===== src/hw/rtl/smax_pkg.sv =====
// Shared types, constants and the exp table of the softmax block
package smax_pkg;

	localparam int NUM_CLASSES = 10;
	localparam int CLS_W       = (NUM_CLASSES > 1) ? $clog2(NUM_CLASSES) : 1;
	localparam int LOGIT_W     = 16;
	localparam int PROB_W      = 16;
	localparam int OUT_IDX_W   = 6;
	localparam int EXP_W       = 17;
	localparam int SUM_W       = 20;

	localparam logic [16:0] LOG2E_Q16 = 17'd94548;

	typedef logic signed [LOGIT_W-1:0] logit_t;
	typedef logic [LOGIT_W-1:0]        delta_t;
	typedef logic [PROB_W-1:0]         prob_t;
	typedef logic [OUT_IDX_W-1:0]      out_idx_t;
	typedef logic [CLS_W-1:0]          cls_t;
	typedef logic [EXP_W-1:0]          expv_t;
	typedef logic [SUM_W-1:0]          sum_t;

	localparam cls_t LAST_CLS = CLS_W'(NUM_CLASSES - 1);

	function automatic logic [16:0] pow2_val(input logic [4:0] idx);
		logic [16:0] v;
		case (idx)
			5'd0:    v = 17'd65536;
			5'd1:    v = 17'd62758;
			5'd2:    v = 17'd60098;
			5'd3:    v = 17'd57550;
			5'd4:    v = 17'd55109;
			5'd5:    v = 17'd52773;
			5'd6:    v = 17'd50535;
			5'd7:    v = 17'd48393;
			5'd8:    v = 17'd46341;
			5'd9:    v = 17'd44376;
			5'd10:   v = 17'd42495;
			5'd11:   v = 17'd40693;
			5'd12:   v = 17'd38968;
			5'd13:   v = 17'd37316;
			5'd14:   v = 17'd35734;
			5'd15:   v = 17'd34219;
			5'd16:   v = 17'd32768;
			default: v = 17'd32768;
		endcase
		return v;
	endfunction

endpackage


===== src/hw/rtl/smax_ram.sv =====
// Generic single-write, single-read RAM with registered read data
module smax_ram #(
	parameter int WIDTH = 16,
	parameter int DEPTH = 16
) (
	input  logic                     clk,
	input  logic                     we,
	input  logic [$clog2(DEPTH)-1:0] waddr,
	input  logic [WIDTH-1:0]         wdata,
	input  logic [$clog2(DEPTH)-1:0] raddr,
	output logic [WIDTH-1:0]         rdata
);

	logic [WIDTH-1:0] mem [DEPTH];

	always_ff @(posedge clk) begin
		if (we) begin
			mem[waddr] <= wdata;
		end
		rdata <= mem[raddr];
	end

endmodule


===== src/hw/rtl/smax_exp.sv =====
// Two-stage exp(-t) unit: log2e multiply, then table interpolation and shift
module smax_exp (
	input  logic            clk,
	input  smax_pkg::delta_t delta,
	output smax_pkg::expv_t  ex
);
	import smax_pkg::*;

	logic [32:0] u_s1;
	logic [16:0] m_s2;
	logic [4:0]  n_s2;
	logic        zero_s2;

	logic [3:0]  k;
	logic [7:0]  r;
	logic [16:0] tk;
	logic [16:0] tk1;
	logic [11:0] d;
	logic [19:0] prod;
	logic [16:0] m;
	logic [17:0] rnd;

	always_comb begin
		k    = u_s1[23:20];
		r    = u_s1[19:12];
		tk   = pow2_val({1'b0, k});
		tk1  = pow2_val({1'b0, k} + 5'd1);
		d    = 12'(tk - tk1);
		prod = 20'(d * r);
		m    = tk - 17'((prod + 20'd128) >> 8);
	end

	always_ff @(posedge clk) begin
		u_s1    <= 33'(delta) * 33'(LOG2E_Q16);
		m_s2    <= m;
		n_s2    <= u_s1[28:24];
		zero_s2 <= (u_s1[32:24] > 9'd16);
	end

	always_comb begin
		if (n_s2 == 5'd0) begin
			rnd = 18'(m_s2);
		end else begin
			rnd = 18'(m_s2) + (18'd1 << (n_s2 - 5'd1));
		end
		ex = zero_s2 ? '0 : 17'(rnd >> n_s2);
	end

endmodule


===== src/hw/rtl/smax_div.sv =====
// Radix-2 restoring divider for exp / sum, rounded, saturated to 16 bits
module smax_div (
	input  logic             clk,
	input  logic             arst_n,
	input  logic             go,
	input  smax_pkg::expv_t  ex,
	input  smax_pkg::sum_t   sum,
	output logic             done,
	output smax_pkg::prob_t  quo
);
	import smax_pkg::*;

	localparam int Q_BITS = 17;

	logic              active_q;
	logic [4:0]        cnt_q;
	logic [SUM_W-1:0]  rem_q;
	logic [Q_BITS-1:0] low_q;
	logic [Q_BITS-1:0] q_q;
	logic              zero_q;
	logic [32:0]       num;
	logic [SUM_W:0]    rem2;
	logic              ge;

	always_comb begin
		num  = {ex, 16'd0} + 33'(sum >> 1);
		rem2 = {rem_q, low_q[Q_BITS-1]};
		ge   = (rem2 >= {1'b0, sum});
	end

	always_ff @(posedge clk or negedge arst_n) begin
		if (!arst_n) begin
			active_q <= 1'b0;
			cnt_q    <= '0;
			done     <= 1'b0;
		end else begin
			done <= 1'b0;
			if (go) begin
				active_q <= 1'b1;
				cnt_q    <= 5'(Q_BITS);
			end else if (active_q) begin
				cnt_q <= cnt_q - 5'd1;
				if (cnt_q == 5'd1) begin
					active_q <= 1'b0;
					done     <= 1'b1;
				end
			end
		end
	end

	always_ff @(posedge clk) begin
		if (go) begin
			rem_q  <= SUM_W'(num[32:Q_BITS]);
			low_q  <= num[Q_BITS-1:0];
			q_q    <= '0;
			zero_q <= (sum == '0);
		end else if (active_q) begin
			rem_q <= ge ? SUM_W'(rem2 - {1'b0, sum}) : rem2[SUM_W-1:0];
			low_q <= {low_q[Q_BITS-2:0], 1'b0};
			q_q   <= {q_q[Q_BITS-2:0], ge};
		end
	end

	always_comb begin
		if (zero_q) begin
			quo = '0;
		end else if (q_q[Q_BITS-1]) begin
			quo = '1;
		end else begin
			quo = q_q[PROB_W-1:0];
		end
	end

endmodule


===== src/hw/rtl/softmax_argmax_ten_core.sv =====
// Top level of the softmax block: score and exp memories, sequencer, outputs
//
// Usage: drive logit_value (signed Q7.8) with start; an item is taken at a
// rising edge where start is high and busy is low. One item is one class
// score, in class order. Loading an item yields no result. The item that
// completes the vector raises busy. The block then walks the score memory
// once to form exp(score - max), paced by the memory read and the two exp
// stages, and sums them. It then walks the exp memory, one 17-step divider
// pass per class. Each probability is shown for one cycle with result_valid,
// together with class_index, top_class and is_last; the receiver cannot
// stall, so results leave as they are made. After the vector completes,
// busy falls in the cycle of the final result. Reset clears the sequencer,
// the count, the maximum and the sum; the score and exp memories need no
// clearing.
module softmax_argmax_ten_core (
	input  logic               clk,
	input  logic               arst_n,
	input  logic               start,
	output logic               busy,
	input  smax_pkg::logit_t   logit_value,
	output logic               result_valid,
	output smax_pkg::prob_t    probability,
	output smax_pkg::out_idx_t class_index,
	output smax_pkg::out_idx_t top_class,
	output logic               is_last
);
	import smax_pkg::*;

	typedef enum logic [2:0] {
		ST_LOAD,
		ST_EXP_RD,
		ST_EXP_T,
		ST_EXP_M,
		ST_EXP_W,
		ST_DIV_RD,
		ST_DIV_GO,
		ST_DIV_WAIT
	} state_t;

	state_t state_q;
	cls_t   load_cnt_q;
	cls_t   idx_q;
	logit_t max_q;
	cls_t   max_idx_q;
	sum_t   sum_q;

	logic   accept;
	logit_t score_rd;
	expv_t  exp_rd;
	delta_t delta;
	expv_t  ex;
	logic   div_done;
	prob_t  quo;
	logic [SUM_W:0] sum_nxt;

	assign busy   = (state_q != ST_LOAD);
	assign accept = start && !busy;
	assign delta  = delta_t'(max_q - score_rd);
	assign sum_nxt = {1'b0, sum_q} + (SUM_W+1)'(ex);

	smax_ram #(.WIDTH(LOGIT_W), .DEPTH(NUM_CLASSES)) u_score_ram (
		.clk   (clk),
		.we    (accept),
		.waddr (load_cnt_q),
		.wdata (logit_value),
		.raddr (idx_q),
		.rdata (score_rd)
	);

	smax_ram #(.WIDTH(EXP_W), .DEPTH(NUM_CLASSES)) u_exp_ram (
		.clk   (clk),
		.we    (state_q == ST_EXP_W),
		.waddr (idx_q),
		.wdata (ex),
		.raddr (idx_q),
		.rdata (exp_rd)
	);

	smax_exp u_exp (
		.clk   (clk),
		.delta (delta),
		.ex    (ex)
	);

	smax_div u_div (
		.clk    (clk),
		.arst_n (arst_n),
		.go     (state_q == ST_DIV_GO),
		.ex     (exp_rd),
		.sum    (sum_q),
		.done   (div_done),
		.quo    (quo)
	);

	always_ff @(posedge clk or negedge arst_n) begin
		if (!arst_n) begin
			state_q      <= ST_LOAD;
			load_cnt_q   <= '0;
			idx_q        <= '0;
			max_q        <= {1'b1, {(LOGIT_W-1){1'b0}}};
			max_idx_q    <= '0;
			sum_q        <= '0;
			result_valid <= 1'b0;
			probability  <= '0;
			class_index  <= '0;
			top_class    <= '0;
			is_last      <= 1'b0;
		end else begin
			result_valid <= 1'b0;
			case (state_q)
				ST_LOAD: begin
					if (accept) begin
						if (logit_value > max_q) begin
							max_q     <= logit_value;
							max_idx_q <= load_cnt_q;
						end
						if (load_cnt_q == LAST_CLS) begin
							load_cnt_q <= '0;
							idx_q      <= '0;
							sum_q      <= '0;
							state_q    <= ST_EXP_RD;
						end else begin
							load_cnt_q <= load_cnt_q + 1'b1;
						end
					end
				end
				ST_EXP_RD: state_q <= ST_EXP_T;
				ST_EXP_T:  state_q <= ST_EXP_M;
				ST_EXP_M:  state_q <= ST_EXP_W;
				ST_EXP_W: begin
					sum_q <= sum_nxt[SUM_W] ? '1 : sum_nxt[SUM_W-1:0];
					if (idx_q == LAST_CLS) begin
						idx_q   <= '0;
						state_q <= ST_DIV_RD;
					end else begin
						idx_q   <= idx_q + 1'b1;
						state_q <= ST_EXP_RD;
					end
				end
				ST_DIV_RD: state_q <= ST_DIV_GO;
				ST_DIV_GO: state_q <= ST_DIV_WAIT;
				ST_DIV_WAIT: begin
					if (div_done) begin
						result_valid <= 1'b1;
						probability  <= quo;
						class_index  <= out_idx_t'(idx_q);
						top_class    <= out_idx_t'(max_idx_q);
						is_last      <= (idx_q == LAST_CLS);
						if (idx_q == LAST_CLS) begin
							idx_q     <= '0;
							max_q     <= {1'b1, {(LOGIT_W-1){1'b0}}};
							max_idx_q <= '0;
							sum_q     <= '0;
							state_q   <= ST_LOAD;
						end else begin
							idx_q   <= idx_q + 1'b1;
							state_q <= ST_DIV_RD;
						end
					end
				end
				default: state_q <= ST_LOAD;
			endcase
		end
	end

endmodule


===== config.mk =====
export PLATFORM = sky130hd
export DESIGN_NAME = softmax_argmax_ten_core
export DESIGN_NICKNAME = d
export VERILOG_FILES = /design/src/hw/rtl/smax_pkg.sv /design/src/hw/rtl/smax_ram.sv /design/src/hw/rtl/smax_exp.sv /design/src/hw/rtl/smax_div.sv /design/src/hw/rtl/softmax_argmax_ten_core.sv
export SDC_FILE = /design/constraint.sdc
export NUM_CORES = 1
export LEC_CHECK = 0
export BUFFER_PORTS_ARGS = -buffer_cell sky130_fd_sc_hd__buf_2
export CAP_MARGIN = 20
export CORE_UTILIZATION = 30
export DETAILED_ROUTE_END_ITERATION = 7
export PLACE_DENSITY = 0.51
export SETUP_SLACK_MARGIN = 0.3
export SYNTH_ARGS = -nofsm -noshare
export SYNTH_HDL_FRONTEND = slang
export SYNTH_SLANG_ARGS = --single-unit

===== constraint.sdc =====
create_clock -name clk -period 16.74 [get_ports clk]
set_clock_uncertainty 0.15 [all_clocks]
set_input_delay 0.837 -clock clk [delete_from_list [all_inputs] [get_ports clk]]
set_output_delay 0.837 -clock clk [all_outputs]
set_load 0.05 [all_outputs]

==> impl_metrics.json <==
{
  "cts_root_buf": "clkbuf_16",
  "dpl_cell_area_um2": 36700,
  "layout-drive-gt1-share_pct": 10.8,
  "nFillCells": 11404,
  "nets": 3577,
  "synth_area_leaders": "edfxtp_1 (32%), ha_1 (11%), fa_1 (7.8%)",
  "final.min_clock_period_ps": 10210,
  "route.detailed.drc": 0,
  "p_seq_share_pct": 49.4,
  "drt-met1-wl_mm": 39.8,
  "synth.distinct_cells": 80,
  "ir_drop_v": 0.0000691,
  "port_buffers": 45,
  "slowest_delay_ps": 610,
  "path_clk_slew_ps": 60,
  "clock_latency_ps": 640,
  "hold_buffers": 0,
  "netlist_top_cells_count": "edfxtp_1 (364), ha_1 (308), inv_1 (299)",
  "crit_type": "reg2reg",
  "die_area_um2": 117000,
  "post_cts_resized": 0,
  "endpoint_kind": "flop",
  "async_flop_share_pct": 14.9,
  "syn_inst": 3063,
  "postCtsSetupRepairBufs": 0,
  "syn_to_final_growth_pct": 12.8,
  "slew_violations": 0,
  "grt_overflow": 0,
  "fp.dieH_um": 342,
  "drv_cap": 0,
  "grt_pass1_wl_mm": 132,
  "pwr-share-comb_pct": 0.7,
  "yosys.cell_count.top_type": "edfxtp_1",
  "antenna_found_initial": 1,
  "hold_violations": 0,
  "final_cell_area_um2": 39000,
  "detail_route.iter0.violations": 1060,
  "synth_edf_count": 364,
  "p_switching_w": 0.000603,
  "max_slew_margin_pct": 30.0,
  "ys.warnings.count": 0,
  "cts.sinks": 563,
  "wirelength_mm": 84.1,
  "reg2reg_slack_ps": 6530,
  "crit_start": "u_exp.u_s1[20]",
  "hold_path.class": "in2async",
  "yosys.area.top_type_share_pct": 31.6,
  "r2r-end": "u_exp.m_s2[16]",
  "clockPowerShare_pct": 49.9,
  "wl_per_cell_um": 18.0,
  "reg2reg_depth": 37,
  "cts_buffers": 66,
  "synth_ff_type": "edfxtp_1",
  "regToRegStartpoint": "u_exp.u_s1[20]",
  "rsz0062_at_grt": "false",
  "syn_area_per_cell_um2": 11.3,
  "path_max_fanout": 14,
  "arrival_ps": 10610,
  "cts_tree": "yes",
  "synth_top_cell_by_area": "edfxtp_1",
  "finalSetupViolations": 0,
  "yosysSeqAreaShare_pct": 44.3,
  "htree_levels": 3,
  "crit_path_start_kind": "flop",
  "via_per_inst": 4.84,
  "antennaDiodeCount": 0,
  "worst_pin_slew_ps": 1050,
  "grt_usage_pct": 14.5,
  "firstDrtPassIters": 7,
  "vias": 22652,
  "grt_pass1_vias": 22754,
  "start_util_pct": 30.3,
  "fin_crit_sh_pct": 61.0,
  "netSwitchingFraction_pct": 20.3,
  "synth_seq_cells": 563,
  "cp.required_ps": 17130,
  "finalWeightedCongestion": 0.799,
  "fmaxAchievable_mhz": 97.9,
  "grt_start_max_net_pins": 66,
  "fp-row-count": 124,
  "num_io_pins": 50,
  "dp_hpwl_mm": 60.8,
  "ant_nets": 0,
  "top_layer": "met5",
  "status": "finished clean",
  "power_density_nw_per_um2": 76.3,
  "dieWidth_um": 342,
  "wl_met2_mm": 39.5,
  "crit_slowest_cell": "dfxtp_1",
  "wl_met3_mm": 2.99,
  "power.leakage_nw": 15.7,
  "coreArea_um2": 114000,
  "cts_buffer_depth": 3,
  "tns_ps": 0,
  "internal_power_w": 0.00237,
  "syn_area_um2": 34600
}
==> metrics by stage <==
step           total power [W]  worst slack [ps]  std cells  utilization (%)  hold WS [ps]
2_1_floorplan          0.00150              7850       3066                -           180
3_3_place_gp           0.00152              6610       4557             32.1           217
3_5_place_dp           0.00152              6570       4557             32.1           220
4_1_cts                0.00302              6550       4677             34.1          48.3
5_1_grt                0.00307              5880       4679             34.1          77.0
6_report               0.00297              6530       4679             34.1          64.2
==> cells in the final DEF (no fill, tap or decap), types with 10 or more instances in the layout <==
cell and instances:
edfxtp_1 364, ha_1 308, inv_1 299, nand2_1 235, nor2_1 197, a21oi_1 155, fa_1 135, dfxtp_1 115
o21ai_0 114, mux2i_1 87, xnor2_1 82, and2_1 80, dfrtp_1 79, mux4_2 73, clkbuf_16 70, nor2b_1 60
buf_4 60, a211oi_1 58, a21o_1 48, xor2_1 48, buf_2 44, nor3_1 43, nand3_1 39, o31ai_1 24
o21a_1 23, o211ai_1 23, or3_1 16, mux2_2 16, clkbuf_1 16, nand4_1 15, nand2b_1 14, o21bai_1 13
nor4_1 13, a31oi_1 12, or2_2 11, and3_1 11, o22ai_1 10
==> layout make-up <==
class | count | area (um^2) | area share [%]
sequential | 563 | 15300 | 39.3
clock buffer | 90 | 1870 | 4.79
timing repair buffer | 104 | 671 | 1.72
clock inverter | 30 | 379 | 0.972
inverter | 299 | 1120 | 2.88
multi-input combinational | 2081 | 17700 | 45.5
tap | 1512 | 1890 | 4.85
==> logic make-up (layout without fill, tap and decap cells) <==
family                     Yosys count  after routing  share of synthesized area [%]
adders and majority gates          444            444                           19.0
muxes                              176            176                           7.79
buffers and inverters              422            523                           4.64
AOI/OAI and AO/OA                  560            560                           10.5
DFF                                563            563                           44.3
and+or+nand+nor                    766            766                           10.4
xor gates and xnor gates           131            131                           3.32
other                                1              4                         0.0108
==> flip-flops by register name, indices dropped and copies added, names as in the netlist, 17 cells and up <==
register / count
u_exp.m_s2: 17
u_div.q_q: 17
sum_q: 20
u_score_ram.mem: 160
u_exp_ram.mem: 170
u_div.low_q: 17
u_exp.tk: 17
u_div.rem_q: 20
u_exp_ram.rdata: 17
u_exp.u_s1: 21
==> worst max-delay path by stage <==
stage | slack, ps | endpoint
floorplan | 7850 | u_exp.m_s2[16]
global placement | 6610 | u_exp.m_s2[16]
detailed placement | 6570 | u_exp.m_s2[16]
CTS | 6550 | u_exp.m_s2[16]
global route | 5880 | u_exp.m_s2[16]
finish | 6530 | u_exp.m_s2[16]
==> worst max-delay path: cells and delay by family, from the launching register on <==
kind	cells	cell delay (ps)
AOI/OAI and AO/OA	16	3760
adders and majority gates	8	3400
xor gates and xnor gates	4	1150
and+or+nand+nor	8	990
DFF	1	610
buffers and inverters	1	50
==> power by group through the flow <==
stage	logic, W	registers [W]	clock network (W)
2_1_floorplan	0.00000487	0.00150	0
5_1_grt	0.0000220	0.00147	0.00158
3_5_place_dp	0.0000203	0.00150	0
4_1_cts	0.0000204	0.00147	0.00153
6_report	0.0000197	0.00147	0.00148
3_3_place_gp	0.0000202	0.00150	0
==> routing by layer <==
metal / track usage [%] / vias up
met5: 0 / -
met4: 4.17 / 2
met3: 2.09 / 107
met2: 23.8 / 325
met1: 19.8 / 11219
li1: - / 10999
(Power assumes the default switching activity.)
